<file path="src/rtl/aimd_pkg.sv">
// Shared types and constants for the AIMD rate-factor controller.
// Depends on nothing; every other file of the block imports it.
package aimd_pkg;

  // Field widths
  localparam int unsigned FACTOR_W   = 16;
  localparam int unsigned COUNT_W    = 10;
  localparam int unsigned BASE_W     = 15;
  localparam int unsigned FREQ_W     = 16;
  localparam int unsigned CFG_DATA_W = 16;
  localparam int unsigned CFG_IDX_W  = 3;

  // Shared multiplier operand and product widths
  localparam int unsigned MUL_A_W = 32;
  localparam int unsigned MUL_B_W = 16;
  localparam int unsigned MUL_P_W = MUL_A_W + MUL_B_W;

  // Frequency is the triple product shifted down by 24, then clamped
  localparam int unsigned FREQ_SHIFT = 24;
  localparam int unsigned FREQ_RAW_W = MUL_P_W - FREQ_SHIFT;

  // Constants (Q4.12 one, Q8.8 clamp 0.1 Hz .. 200 Hz)
  localparam logic [FACTOR_W-1:0]   FACTOR_ONE = 16'd4096;
  localparam logic [FREQ_RAW_W-1:0] FREQ_MIN   = FREQ_RAW_W'(26);
  localparam logic [FREQ_RAW_W-1:0] FREQ_MAX   = FREQ_RAW_W'(51200);

  typedef enum logic [1:0] {
    ALG_NONE  = 2'd0,
    ALG_AIMD  = 2'd1,
    ALG_BIC   = 2'd2,
    ALG_CUBIC = 2'd3
  } alg_e;

  typedef enum logic [CFG_IDX_W-1:0] {
    REG_ALGORITHM  = 3'd0,
    REG_INC_STEP   = 3'd1,
    REG_DEC_MULT   = 3'd2,
    REG_MIN_FACTOR = 3'd3,
    REG_MAX_FACTOR = 3'd4,
    REG_INC_INTVL  = 3'd5,
    REG_BASE_FREQ  = 3'd6,
    REG_BURST      = 3'd7
  } reg_e;

  typedef struct packed {
    alg_e                algorithm;
    logic [FACTOR_W-1:0] increase_step;
    logic [FACTOR_W-1:0] decrease_mult;
    logic [FACTOR_W-1:0] min_factor;
    logic [FACTOR_W-1:0] max_factor;
    logic [COUNT_W-1:0]  increase_interval;
    logic [BASE_W-1:0]   base_freq;
    logic [FACTOR_W-1:0] burst_factor;
  } cfg_t;

endpackage

</file>
<file path="src/rtl/aimd_mul.sv">
// Shared 32x16 multiplier with a registered product and a load enable.
// Depends on aimd_pkg for operand widths.
module aimd_mul (
  input  logic                         clk_i,
  input  logic                         en_i,
  input  logic [aimd_pkg::MUL_A_W-1:0] a_i,
  input  logic [aimd_pkg::MUL_B_W-1:0] b_i,
  output logic [aimd_pkg::MUL_P_W-1:0] p_o
);
  import aimd_pkg::*;

  logic [MUL_P_W-1:0] p_q;

  // Product holds while not enabled so a stalled sequencer keeps it
  always_ff @(posedge clk_i) begin
    if (en_i) begin
      p_q <= MUL_P_W'(a_i) * MUL_P_W'(b_i);
    end
  end

  assign p_o = p_q;

endmodule

</file>
<file path="src/rtl/aimd_ctrl.sv">
// Event sequencer: rate-factor state, decrease/increase, frequency, output beat.
// Depends on aimd_pkg and drives one aimd_mul instance.
module aimd_ctrl (
  input  logic                          clk_i,
  input  logic                          rst_ni,
  input  aimd_pkg::cfg_t                cfg_i,
  input  logic                          alg_clr_i,
  input  logic                          in_valid_i,
  output logic                          in_stall_o,
  input  logic                          op_i,
  input  logic                          congestion_mark_i,
  output logic                          out_valid_o,
  input  logic                          out_stall_i,
  output logic [aimd_pkg::FACTOR_W-1:0] rate_factor_o,
  output logic [aimd_pkg::FREQ_W-1:0]   frequency_o,
  output logic                          decreased_o,
  output logic                          increased_o,
  output logic [aimd_pkg::FACTOR_W-1:0] peak_factor_o
);
  import aimd_pkg::*;

  typedef enum logic [2:0] {
    S_IDLE,
    S_DEC,
    S_DECW,
    S_F1,
    S_F2,
    S_F3
  } state_e;

  state_e              state_q;
  logic [FACTOR_W-1:0] factor_q;
  logic [COUNT_W-1:0]  count_q;
  logic [FACTOR_W-1:0] peak_q;
  logic                dec_q;
  logic                inc_q;
  logic                cubic_mark_q;
  logic                out_valid_q;
  logic [FACTOR_W-1:0] out_factor_q;
  logic [FREQ_W-1:0]   out_freq_q;
  logic                out_dec_q;
  logic                out_inc_q;
  logic [FACTOR_W-1:0] out_peak_q;

  logic               accept;
  logic               is_dec;
  logic [COUNT_W-1:0] count_inc;
  logic               do_inc;
  logic [FACTOR_W:0]  inc_sum;
  logic [FACTOR_W-1:0] inc_factor;
  logic [FACTOR_W-1:0] dec_prod;
  logic [FACTOR_W-1:0] dec_factor;
  logic [FREQ_RAW_W-1:0] freq_raw;
  logic [FREQ_W-1:0]   freq_clamped;
  logic                out_free;

  logic               mul_en;
  logic [MUL_A_W-1:0] mul_a;
  logic [MUL_B_W-1:0] mul_b;
  logic [MUL_P_W-1:0] mul_p;

  assign accept     = in_valid_i && (state_q == S_IDLE);
  assign in_stall_o = (state_q != S_IDLE);
  assign out_free   = !out_valid_q || !out_stall_i;

  // Event decode and the additive-increase path (one add, one compare each)
  always_comb begin
    is_dec    = (cfg_i.algorithm != ALG_NONE) && (op_i || congestion_mark_i);
    count_inc = count_q + COUNT_W'(1);
    do_inc    = (cfg_i.algorithm != ALG_NONE) && !op_i && !congestion_mark_i &&
                (count_inc >= cfg_i.increase_interval);
    inc_sum   = {1'b0, factor_q} + {1'b0, cfg_i.increase_step};
    if (inc_sum > {1'b0, cfg_i.max_factor}) begin
      inc_factor = cfg_i.max_factor;
    end else begin
      inc_factor = inc_sum[FACTOR_W-1:0];
    end
  end

  // Decrease result: Q4.12 * Q0.16 >> 16, floored
  always_comb begin
    dec_prod = mul_p[2*FACTOR_W-1:FACTOR_W];
    if (dec_prod < cfg_i.min_factor) begin
      dec_factor = cfg_i.min_factor;
    end else begin
      dec_factor = dec_prod;
    end
  end

  // Frequency clamp on the triple product
  always_comb begin
    freq_raw = mul_p[MUL_P_W-1:FREQ_SHIFT];
    if (freq_raw < FREQ_MIN) begin
      freq_clamped = FREQ_W'(FREQ_MIN);
    end else if (freq_raw > FREQ_MAX) begin
      freq_clamped = FREQ_W'(FREQ_MAX);
    end else begin
      freq_clamped = freq_raw[FREQ_W-1:0];
    end
  end

  // Multiplier operand select per step
  always_comb begin
    mul_en = 1'b1;
    mul_a  = '0;
    mul_b  = '0;
    unique case (state_q)
      S_DEC: begin
        mul_a = MUL_A_W'(factor_q);
        mul_b = cfg_i.decrease_mult;
      end
      S_F1: begin
        mul_a = MUL_A_W'(cfg_i.base_freq);
        mul_b = factor_q;
      end
      S_F2: begin
        mul_a = mul_p[MUL_A_W-1:0];
        mul_b = cfg_i.burst_factor;
      end
      S_IDLE, S_DECW, S_F3: begin
        mul_en = 1'b0;
      end
      default: begin
        mul_en = 1'b0;
      end
    endcase
  end

  aimd_mul u_mul (
    .clk_i (clk_i),
    .en_i  (mul_en),
    .a_i   (mul_a),
    .b_i   (mul_b),
    .p_o   (mul_p)
  );

  // Sequencer, controller state and output register
  always_ff @(posedge clk_i or negedge rst_ni) begin
    if (!rst_ni) begin
      state_q      <= S_IDLE;
      factor_q     <= FACTOR_ONE;
      count_q      <= '0;
      peak_q       <= '0;
      dec_q        <= 1'b0;
      inc_q        <= 1'b0;
      cubic_mark_q <= 1'b0;
      out_valid_q  <= 1'b0;
      out_factor_q <= '0;
      out_freq_q   <= '0;
      out_dec_q    <= 1'b0;
      out_inc_q    <= 1'b0;
      out_peak_q   <= '0;
    end else begin
      // Beat taken by the receiver; in S_F3 the slot is handled below
      if (out_valid_q && !out_stall_i && (state_q != S_F3)) begin
        out_valid_q <= 1'b0;
      end
      unique case (state_q)
        S_IDLE: begin
          if (accept) begin
            dec_q        <= is_dec;
            inc_q        <= do_inc;
            cubic_mark_q <= (cfg_i.algorithm == ALG_CUBIC) && !op_i && congestion_mark_i;
            if (is_dec) begin
              state_q <= S_DEC;
            end else begin
              if (cfg_i.algorithm != ALG_NONE) begin
                if (do_inc) begin
                  factor_q <= inc_factor;
                  count_q  <= '0;
                end else begin
                  count_q  <= count_inc;
                end
              end
              state_q <= S_F1;
            end
          end
        end
        S_DEC: state_q <= S_DECW;
        S_DECW: begin
          factor_q <= dec_factor;
          count_q  <= '0;
          if (cubic_mark_q) begin
            peak_q <= dec_factor;
          end
          state_q <= S_F1;
        end
        S_F1: state_q <= S_F2;
        S_F2: state_q <= S_F3;
        S_F3: begin
          if (out_free) begin
            out_valid_q  <= 1'b1;
            out_factor_q <= factor_q;
            out_freq_q   <= freq_clamped;
            out_dec_q    <= dec_q;
            out_inc_q    <= inc_q;
            out_peak_q   <= peak_q;
            state_q      <= S_IDLE;
          end
        end
        default: state_q <= S_IDLE;
      endcase
      // Algorithm write restarts the controller state
      if (alg_clr_i) begin
        factor_q <= FACTOR_ONE;
        count_q  <= '0;
        peak_q   <= '0;
      end
    end
  end

  assign out_valid_o   = out_valid_q;
  assign rate_factor_o = out_factor_q;
  assign frequency_o   = out_freq_q;
  assign decreased_o   = out_dec_q;
  assign increased_o   = out_inc_q;
  assign peak_factor_o = out_peak_q;

`ifndef ASSERT_OFF
  a_flags_excl: assert property (@(posedge clk_i) disable iff (!rst_ni)
    out_valid_q |-> !(out_dec_q && out_inc_q))
    else $error("decrease and increase flagged on one beat");

  a_floor: assert property (@(posedge clk_i) disable iff (!rst_ni)
    (state_q == S_DECW && !alg_clr_i) |=> (factor_q >= $past(cfg_i.min_factor)))
    else $error("decreased factor below floor");

  a_freq_range: assert property (@(posedge clk_i) disable iff (!rst_ni)
    out_valid_q |-> (out_freq_q >= FREQ_W'(FREQ_MIN) && out_freq_q <= FREQ_W'(FREQ_MAX)))
    else $error("frequency outside clamp");

  a_accept_busy: assert property (@(posedge clk_i) disable iff (!rst_ni)
    accept |=> (state_q != S_IDLE))
    else $error("accepted event did not start the sequence");

  a_hold_full: assert property (@(posedge clk_i) disable iff (!rst_ni)
    (state_q == S_F3 && out_valid_q && out_stall_i) |=>
      (state_q == S_F3 && out_valid_q && $stable(out_freq_q)))
    else $error("result overwrote a stalled beat");
`endif

endmodule

</file>
<file path="src/rtl/aimd_rate_factor_controller_core.sv">
// Top level of the AIMD rate-factor controller: configuration registers,
// channel ports and the event sequencer. Depends on aimd_pkg, aimd_ctrl, aimd_mul.
//
// Usage:
//   Input channel (in_valid_i / in_stall_o) carries one event per beat:
//   op_i = 0 data arrival (congestion_mark_i flags a mark), op_i = 1 timeout.
//   Output channel (out_valid_o / out_stall_i) returns one result beat per
//   event: rate factor, frequency, decrease/increase flags and peak factor.
//   Configuration is a plain write port (cfg_we_i, cfg_idx_i, cfg_data_i);
//   a write to the algorithm register also restarts factor, count and peak.
// Sequencing:
//   One shared 32x16 multiplier is stepped by a sequencer. A decrease uses
//   it three times (factor, base, burst), other events twice. The result
//   beat is registered in S_F3, after S_DEC, S_DECW, S_F1, S_F2 (decrease) or
//   S_F1, S_F2; no new event is taken until the last one's beat is registered.
// Reset and stall:
//   rst_ni clears factor to 1.0, count and peak to zero and loads the
//   register defaults. While a result waits on out_stall_i, the block can
//   take the next event; it holds that event's result until the slot frees.
module aimd_rate_factor_controller_core (
  input  logic                            clk_i,
  input  logic                            rst_ni,
  input  logic                            cfg_we_i,
  input  logic [aimd_pkg::CFG_IDX_W-1:0]  cfg_idx_i,
  input  logic [aimd_pkg::CFG_DATA_W-1:0] cfg_data_i,
  input  logic                            in_valid_i,
  output logic                            in_stall_o,
  input  logic                            op_i,
  input  logic                            congestion_mark_i,
  output logic                            out_valid_o,
  input  logic                            out_stall_i,
  output logic [aimd_pkg::FACTOR_W-1:0]   rate_factor_o,
  output logic [aimd_pkg::FREQ_W-1:0]     frequency_o,
  output logic                            decreased_o,
  output logic                            increased_o,
  output logic [aimd_pkg::FACTOR_W-1:0]   peak_factor_o
);
  import aimd_pkg::*;

  cfg_t cfg_q;
  logic alg_clr;
  reg_e cfg_idx;

  assign cfg_idx = reg_e'(cfg_idx_i);
  assign alg_clr = cfg_we_i && (cfg_idx == REG_ALGORITHM);

  // Configuration registers
  always_ff @(posedge clk_i or negedge rst_ni) begin
    if (!rst_ni) begin
      cfg_q.algorithm         <= ALG_AIMD;
      cfg_q.increase_step     <= 16'd410;
      cfg_q.decrease_mult     <= 16'd32768;
      cfg_q.min_factor        <= 16'd410;
      cfg_q.max_factor        <= 16'd8192;
      cfg_q.increase_interval <= 10'd10;
      cfg_q.base_freq         <= 15'd7680;
      cfg_q.burst_factor      <= 16'd4096;
    end else if (cfg_we_i) begin
      unique case (cfg_idx)
        REG_ALGORITHM:  cfg_q.algorithm         <= alg_e'(cfg_data_i[1:0]);
        REG_INC_STEP:   cfg_q.increase_step     <= cfg_data_i;
        REG_DEC_MULT:   cfg_q.decrease_mult     <= cfg_data_i;
        REG_MIN_FACTOR: cfg_q.min_factor        <= cfg_data_i;
        REG_MAX_FACTOR: cfg_q.max_factor        <= cfg_data_i;
        REG_INC_INTVL:  cfg_q.increase_interval <= cfg_data_i[COUNT_W-1:0];
        REG_BASE_FREQ:  cfg_q.base_freq         <= cfg_data_i[BASE_W-1:0];
        REG_BURST:      cfg_q.burst_factor      <= cfg_data_i;
        default: ;
      endcase
    end
  end

  aimd_ctrl u_ctrl (
    .clk_i             (clk_i),
    .rst_ni            (rst_ni),
    .cfg_i             (cfg_q),
    .alg_clr_i         (alg_clr),
    .in_valid_i        (in_valid_i),
    .in_stall_o        (in_stall_o),
    .op_i              (op_i),
    .congestion_mark_i (congestion_mark_i),
    .out_valid_o       (out_valid_o),
    .out_stall_i       (out_stall_i),
    .rate_factor_o     (rate_factor_o),
    .frequency_o       (frequency_o),
    .decreased_o       (decreased_o),
    .increased_o       (increased_o),
    .peak_factor_o     (peak_factor_o)
  );

endmodule

</file>
<file path="config.mk">
export PLATFORM = sky130hd
export DESIGN_NAME = aimd_rate_factor_controller_core
export DESIGN_NICKNAME = d
export VERILOG_FILES = /design/src/rtl/aimd_pkg.sv /design/src/rtl/aimd_mul.sv /design/src/rtl/aimd_ctrl.sv /design/src/rtl/aimd_rate_factor_controller_core.sv
export SDC_FILE = /design/constraint.sdc
export NUM_CORES = 2
export LEC_CHECK = 0
export BUFFER_PORTS_ARGS = -buffer_cell sky130_fd_sc_hd__buf_2
export CAP_MARGIN = 20
export CORE_UTILIZATION = 30
export DETAILED_ROUTE_END_ITERATION = 16
export SYNTH_ARGS = -nofsm -noshare
export SYNTH_HDL_FRONTEND = slang
export SYNTH_HIERARCHICAL = 1
export SYNTH_SLANG_ARGS = --single-unit
</file>
<file path="constraint.sdc">
create_clock -name clk_i -period 22.8 [get_ports clk_i]
set_clock_uncertainty 0.15 [all_clocks]
set_input_delay 5.7 -clock clk_i [delete_from_list [all_inputs] [get_ports clk_i]]
set_output_delay 5.7 -clock clk_i [all_outputs]
set_load 0.03 [all_outputs]
</file>
; ---- Yosys cells after proc, flatten, opt, wreduce, memory -nomap -nowiden
; Cells that the tools add are included.
[classes]
add_sub_neg = 2
multipliers = 1
n_lt_le_gt_ge = 5
eq_ne = 20
n_mux = 29
reduce_logical = 38
[ops]
columns = op, n
row1 = $mux 16, 12
row2 = $pmux 32 s3, 1
row3 = $mux 10, 5
row4 = $mul 32x16->48, 1
row5 = $pmux 16 s3, 1
row6 = $pmux 16 s2, 1
row7 = $gt 24x16->1 const B, 1
row8 = $lt 24x5->1 const B, 1
row9 = $reduce_and 2->1, 12
row10 = $pmux 10 s2, 1
row11 = $eq 3x3->1 const B, 6
row12 = $pmux 3 s6, 1
row13 = $add 16x16->17, 1
row14 = $gt 17x16->1, 1
row15 = $lt 16x16->1, 1
row16 = $eq 3x2->1 const B, 4
row17 = $add 10x1->10 const B, 1
row18 = $ge 10x10->1, 1
row19 = $logic_and 1x1->1, 10
row20 = $ne 3x3->1 const B, 3
row21 = $eq 3x1->1 const B, 2
row22 = $logic_not 3->1, 2
row23 = $mux 3, 2
row24 = $ne 3x2->1 const B, 2
row25 = other kinds (11), 22
[word_totals]
reg_bits = 254
output_inout_bits = 52

; ---- Longest topological paths before layout
[logic_depth]
word_depth = 10
mapped_depth = 31
depth_no_buf = 26

; ---- Hierarchy
; Netlist, hierarchy kept.
[by_module_without_submodules]
columns = mod, n_inst, cells_each, area_each_um2, seq_area_each_um2
row1 = aimd_mul, 1, 1919, 17650.7, 1441.4
row2 = aimd_ctrl, 1, 780, 6967.9, 2478.6
row3 = aimd_rate_factor_controller_core, 1, 236, 4304.1, 2702.6

; ---- Worst setup path after synthesis
; No wires, ideal clock.
[synth_timing]
kind = in2reg
from = input port cfg_idx_i[1] in the netlist's numbering
to = register u_ctrl.factor_q[3]
arrival_ns = 7.401
required_ns = 22.515
slack_ns = 15.114
path_stages = 9
n_path_buf = 4
cell_sequence = buf_4 > nor4b_4 > clkbuf_1 > a21oi_1 > or2_2 > buf_2 > clkbuf_1 > a21oi_1 > o21ai_0
[synth_via]
elab_chain_len = 4
[synth_rtl]
columns = element, line
row1 = from (decl), aimd_rate_factor_controller_core.sv:24  ; input logic [aimd_pkg::CFG_IDX_W-1:0] cfg_idx_i,
row2 = $logic_not 3->1 *, aimd_rate_factor_controller_core.sv:45  ; assign alg_clr = cfg_we_i && (cfg_idx == REG_ALGORITHM);
row3 = $logic_and 1x1->1 *, aimd_rate_factor_controller_core.sv:45
row4 = via alg_clr, aimd_rate_factor_controller_core.sv:41  ; logic alg_clr;
row5 = $ne 3x2->1 (no line) (tied with other cells), --
row6 = $reduce_and 5->1 (no line), --
row7 = to (signal assigned), aimd_ctrl.sv:169  ; factor_q <= inc_factor;
row8 = to (signal assigned), aimd_ctrl.sv:181  ; factor_q <= dec_factor;
row9 = to (decl), aimd_ctrl.sv:32  ; logic [FACTOR_W-1:0] factor_q;
; The timed path passes the listed nets; every way through them passes the cells marked *.
; A chain may end at the register's enable or synchronous reset.

; ---- Final worst setup path
[layout_timing]
from = register u_ctrl.state_q[0]
to = register u_ctrl.u_mul.p_q[46] (netlist: u_ctrl/u_mul/p_o[46]), data pin
[layout_via]
elab_chain_len = 3
[layout_rtl]
columns = element, line
row1 = from (decl), aimd_ctrl.sv:31  ; state_e state_q;
row2 = from (signal assigned), aimd_ctrl.sv:140  ; state_q <= S_IDLE;
row3 = from (signal assigned), aimd_ctrl.sv:165  ; state_q <= S_DEC;
row4 = from (signal assigned), aimd_ctrl.sv:175  ; state_q <= S_F1;
row5 = $eq 3x3->1 (tied with other cells), aimd_ctrl.sv:107  ; unique case (state_q)
row6 = $pmux 16 s3 *, aimd_ctrl.sv:107
row7 = via u_ctrl.mul_b[7], aimd_ctrl.sv:59  ; logic [MUL_B_W-1:0] mul_b;
row8 = $mul 32x16->48 *, aimd_mul.sv:17  ; p_q <= MUL_P_W'(a_i) * MUL_P_W'(b_i);
row9 = to (signal assigned), aimd_mul.sv:17
row10 = to (decl), aimd_mul.sv:12  ; logic [MUL_P_W-1:0] p_q;
; Marks and branches as above.

==> results.yml <==
outcome:
  outcome: "finished clean"
setup_path:
  required_ns: 22.94
  crit_path_start_kind: "flip-flop"
  ff2ff_path_depth: 27
  slowest_stage: "and2_1"
  cp_num_cells: 27
  crit_top_cell: "fa_1"
  critPathArrivalTime_ns: 8.77
  cp_num_buf_inv: 7
  setup.worst_path.class: "reg -> reg"
  endpoint_kind: "flip-flop"
  cp_top_family: "adder cells"
  slowest_delay_ns: 0.89
  worst-path-max-fanout: 34
pwr:
  irDropWorstVdd_v: 0.0000661
  power.switching_w: 0.00175
  p_total_w: 0.00345
  clockPowerShare_pct: 13.0
  comb_power_share_pct: 63.8
  powerDensity_mw_per_mm2: 109
  sequentialPowerShare_pct: 23.2
  p_sw_share_pct: 50.6
  leakage_nw: 14.9
  p_int_w: 0.00170
clock_tree:
  clock-sinks: 254
  cts_root_buf: "clkbuf_16"
  clk_pin_slew_ns: 0.07
  clk_latency_ns: 0.55
  cts_buffers: 24
  cts_buffer_depth: 3
  hold_buffers: 0
  cts_tree: "built"
  cts_setup_buffers: 0
  cts_max_level: 1
  post_cts_resized: 0
sta:
  maxSlewHeadroom_pct: 25.2
  slew_viol_final: 0
  setup_viol: 0
  tns_ns: 0
  hold_viol: 0
  period_share_pct: 37.9
  rsz0062_at_grt: "false"
  worst_pin_slew_ns: 1.12
  fmax_ghz: 0.116
  fin_crit_ns: 8.63
grt:
  antenna_found_initial: 0
  grt-ovfl-total: 0
  grt_start_max_net_pins: 81
  grt_usage_pct: 16.7
  grt_pass1_vias: 21960
  grt_pass1_wl_um: 128000
routing:
  drc_errors: 0
  post_drt_wl_per_cell_um: 19.1
  ant_nets: 0
  drtIter0Drc: 1443
  routed_wl_um: 80400
  vias_per_cell: 4.89
  num_vias: 20638
  drt_first_pass_iters: 5
floorplanning:
  core-area_sq_mm: 0.0953
  initial_core_util_pct: 30.4
  die_w_um: 313
  io_pins: 78
  rows: 113
  dieArea_sq_mm: 0.0977
  dieHeight_um: 313
synthesis:
  ys_top_cells_by_count: "498 x inv_1, 419 x fa_1, 419 x nand2_1, 231 x and2_1, 185 x dfrtp_1"
  synth_area_sq_mm: 0.0289
  synth.avg_cell_area_sq_um: 9.85
  synthMostInstantiatedCell: "inv_1"
  yosysSeqAreaShare_pct: 22.9
  synth_edf_count: 48
  yosysWarningCount: 6
  synth_top_area_share_pct: 29.0
  synthFlopType: "dfrtp_1"
  async_flop_share_pct: 81.1
  synth_area_leaders: "fa_1 29%, dfrtp_1 16%, ha_1 7.7%"
  synth_largest_area_cell: "fa_1"
  ys_types: 83
  syn_nets: 3558
  ys_ff_latch: 254
  synth_cells: 2935
flow_run:
  drv_cap: 0
final_layout:
  area_growth_syn_to_layout_pct: 9.27
  nets: 3561
  drive_above_1_share_pct: 12.8
  n_antenna_cell: 0
  design_area_sq_mm: 0.0316
hold_path:
  hp-class: "reg -> reg"
  min_path_cells: 2
place:
  place_congestion: 0.910
  port_buffers: 77
  dpl-instance-area_sq_mm: 0.0306
  dp.final_hpwl_um: 58600
==> placed cells by master (no fill, tap or decap), types with 44 or more instances in the layout <==
cell / n
mux2_2: 108
o21ai_0: 53
a21oi_1: 94
fa_1: 419
nor2_1: 65
dfrtp_1: 184
ha_1: 178
nand2_1: 419
edfxtp_1: 48
buf_2: 76
and2_1: 231
xnor2_1: 44
inv_1: 498
==> cells by family (layout without fill, tap and decap cells) <==
kind of cell,Yosys count,in the layout,share of synthesized area [%]
AOI/OAI and AO/OA,360,360,8.13
DFF,254,254,22.9
and+or+nand+nor,845,845,14.5
xor gates and xnor gates,66,66,2.00
muxes,171,171,6.91
buffers and inverters,642,662,8.91
adders and majority gates,597,597,36.7
==> power groups by stage <==
| stage | clock network, W | logic, W | registers, W |
|---|---|---|---|
| finish | 0.000449 | 0.00220 | 0.000800 |
| global placement | 0 | 0.00212 | 0.000805 |
| detailed placement | 0 | 0.00216 | 0.000808 |
| CTS | 0.000460 | 0.00217 | 0.000802 |
| global route | 0.000475 | 0.00244 | 0.000817 |
| floorplan | 0 | 0.00148 | 0.000805 |
==> stage by stage <==
stage	util, %	worst slack [ns]	hold WS (ns)	std cells
2_1_floorplan	-	15.11	0.292	2935
3_3_place_gp	32.1	14.33	0.317	4172
3_5_place_dp	32.2	14.24	0.320	4173
4_1_cts	33.1	14.21	0.335	4216
5_1_grt	33.2	13.66	0.363	4220
6_report	33.2	14.17	0.331	4220
==> state kept, by name, summed over array words and instances (netlist names), 3 cells and up <==
signal and cells:
u_ctrl/frequency_o 16, u_ctrl/u_mul/p_o 48, u_ctrl/rate_factor_o 16, u_ctrl/count_q 10
u_ctrl/state_q 3, cfg_q 107, u_ctrl/factor_q 16, u_ctrl/peak_q 16
u_ctrl/peak_factor_o 16
==> routing by layer <==
layer / routed length [um] / share of wire [%] / up-vias / GRT usage (%)
met1: 36100 / 45 / 10562 / 23.3
met3: 4570 / 5.7 / 132 / 1.58
met4: 2270 / 2.8 / 0 / 4.63
met2: 37400 / 47 / 640 / 27.6
met5: 0 / 0 / - / 0
li1: - / - / 9304 / -
==> worst reg2reg max path, cell delays in order (launching register included) <==
cell	delay, ns
dfrtp_1	0.52
nor2b_2	0.20
buf_4	0.36
and2_1	0.89
nand2_1	0.15
o21ai_2	0.09
buf_4	0.43
nand2_1	0.17
fa_1	0.56
inv_1	0.05
fa_1	0.50
inv_1	0.06
fa_1	0.53
inv_1	0.05
fa_1	0.46
fa_1	0.49
inv_1	0.05
fa_1	0.47
inv_1	0.04
ha_1	0.42
nand4_2	0.18
nor3_2	0.22
o2111ai_1	0.18
a311oi_2	0.51
o211ai_2	0.16
o211ai_2	0.22
a31oi_1	0.12
xnor2_1	0.14
==> final timing paths <==
kind                                          startpoint  slack (ns)                        to
worst max-delay path                   u_ctrl/state_q[0]       14.17      u_ctrl/u_mul/p_o[46]
worst min-delay path            u_ctrl/rate_factor_o[12]        0.33  u_ctrl/rate_factor_o[12]
worst max register to register         u_ctrl/state_q[0]       14.17      u_ctrl/u_mul/p_o[46]
worst min register to register  u_ctrl/rate_factor_o[12]        0.33  u_ctrl/rate_factor_o[12]
max in group asynchronous                         rst_ni       15.43                 cfg_q[72]
min in group asynchronous                         rst_ni        4.99         u_ctrl/count_q[1]
==> cell type report <==
cell class | count | area, sq um
fillers | 9780 | 63700
multi-input cells | 2039 | 19900
flip-flops and latches | 254 | 6620
inverters | 498 | 1870
well taps | 1265 | 1580
repair buffers | 121 | 791
clock buffers | 30 | 664
clock inverters | 13 | 211
Power figures use the tool's default switching activity.
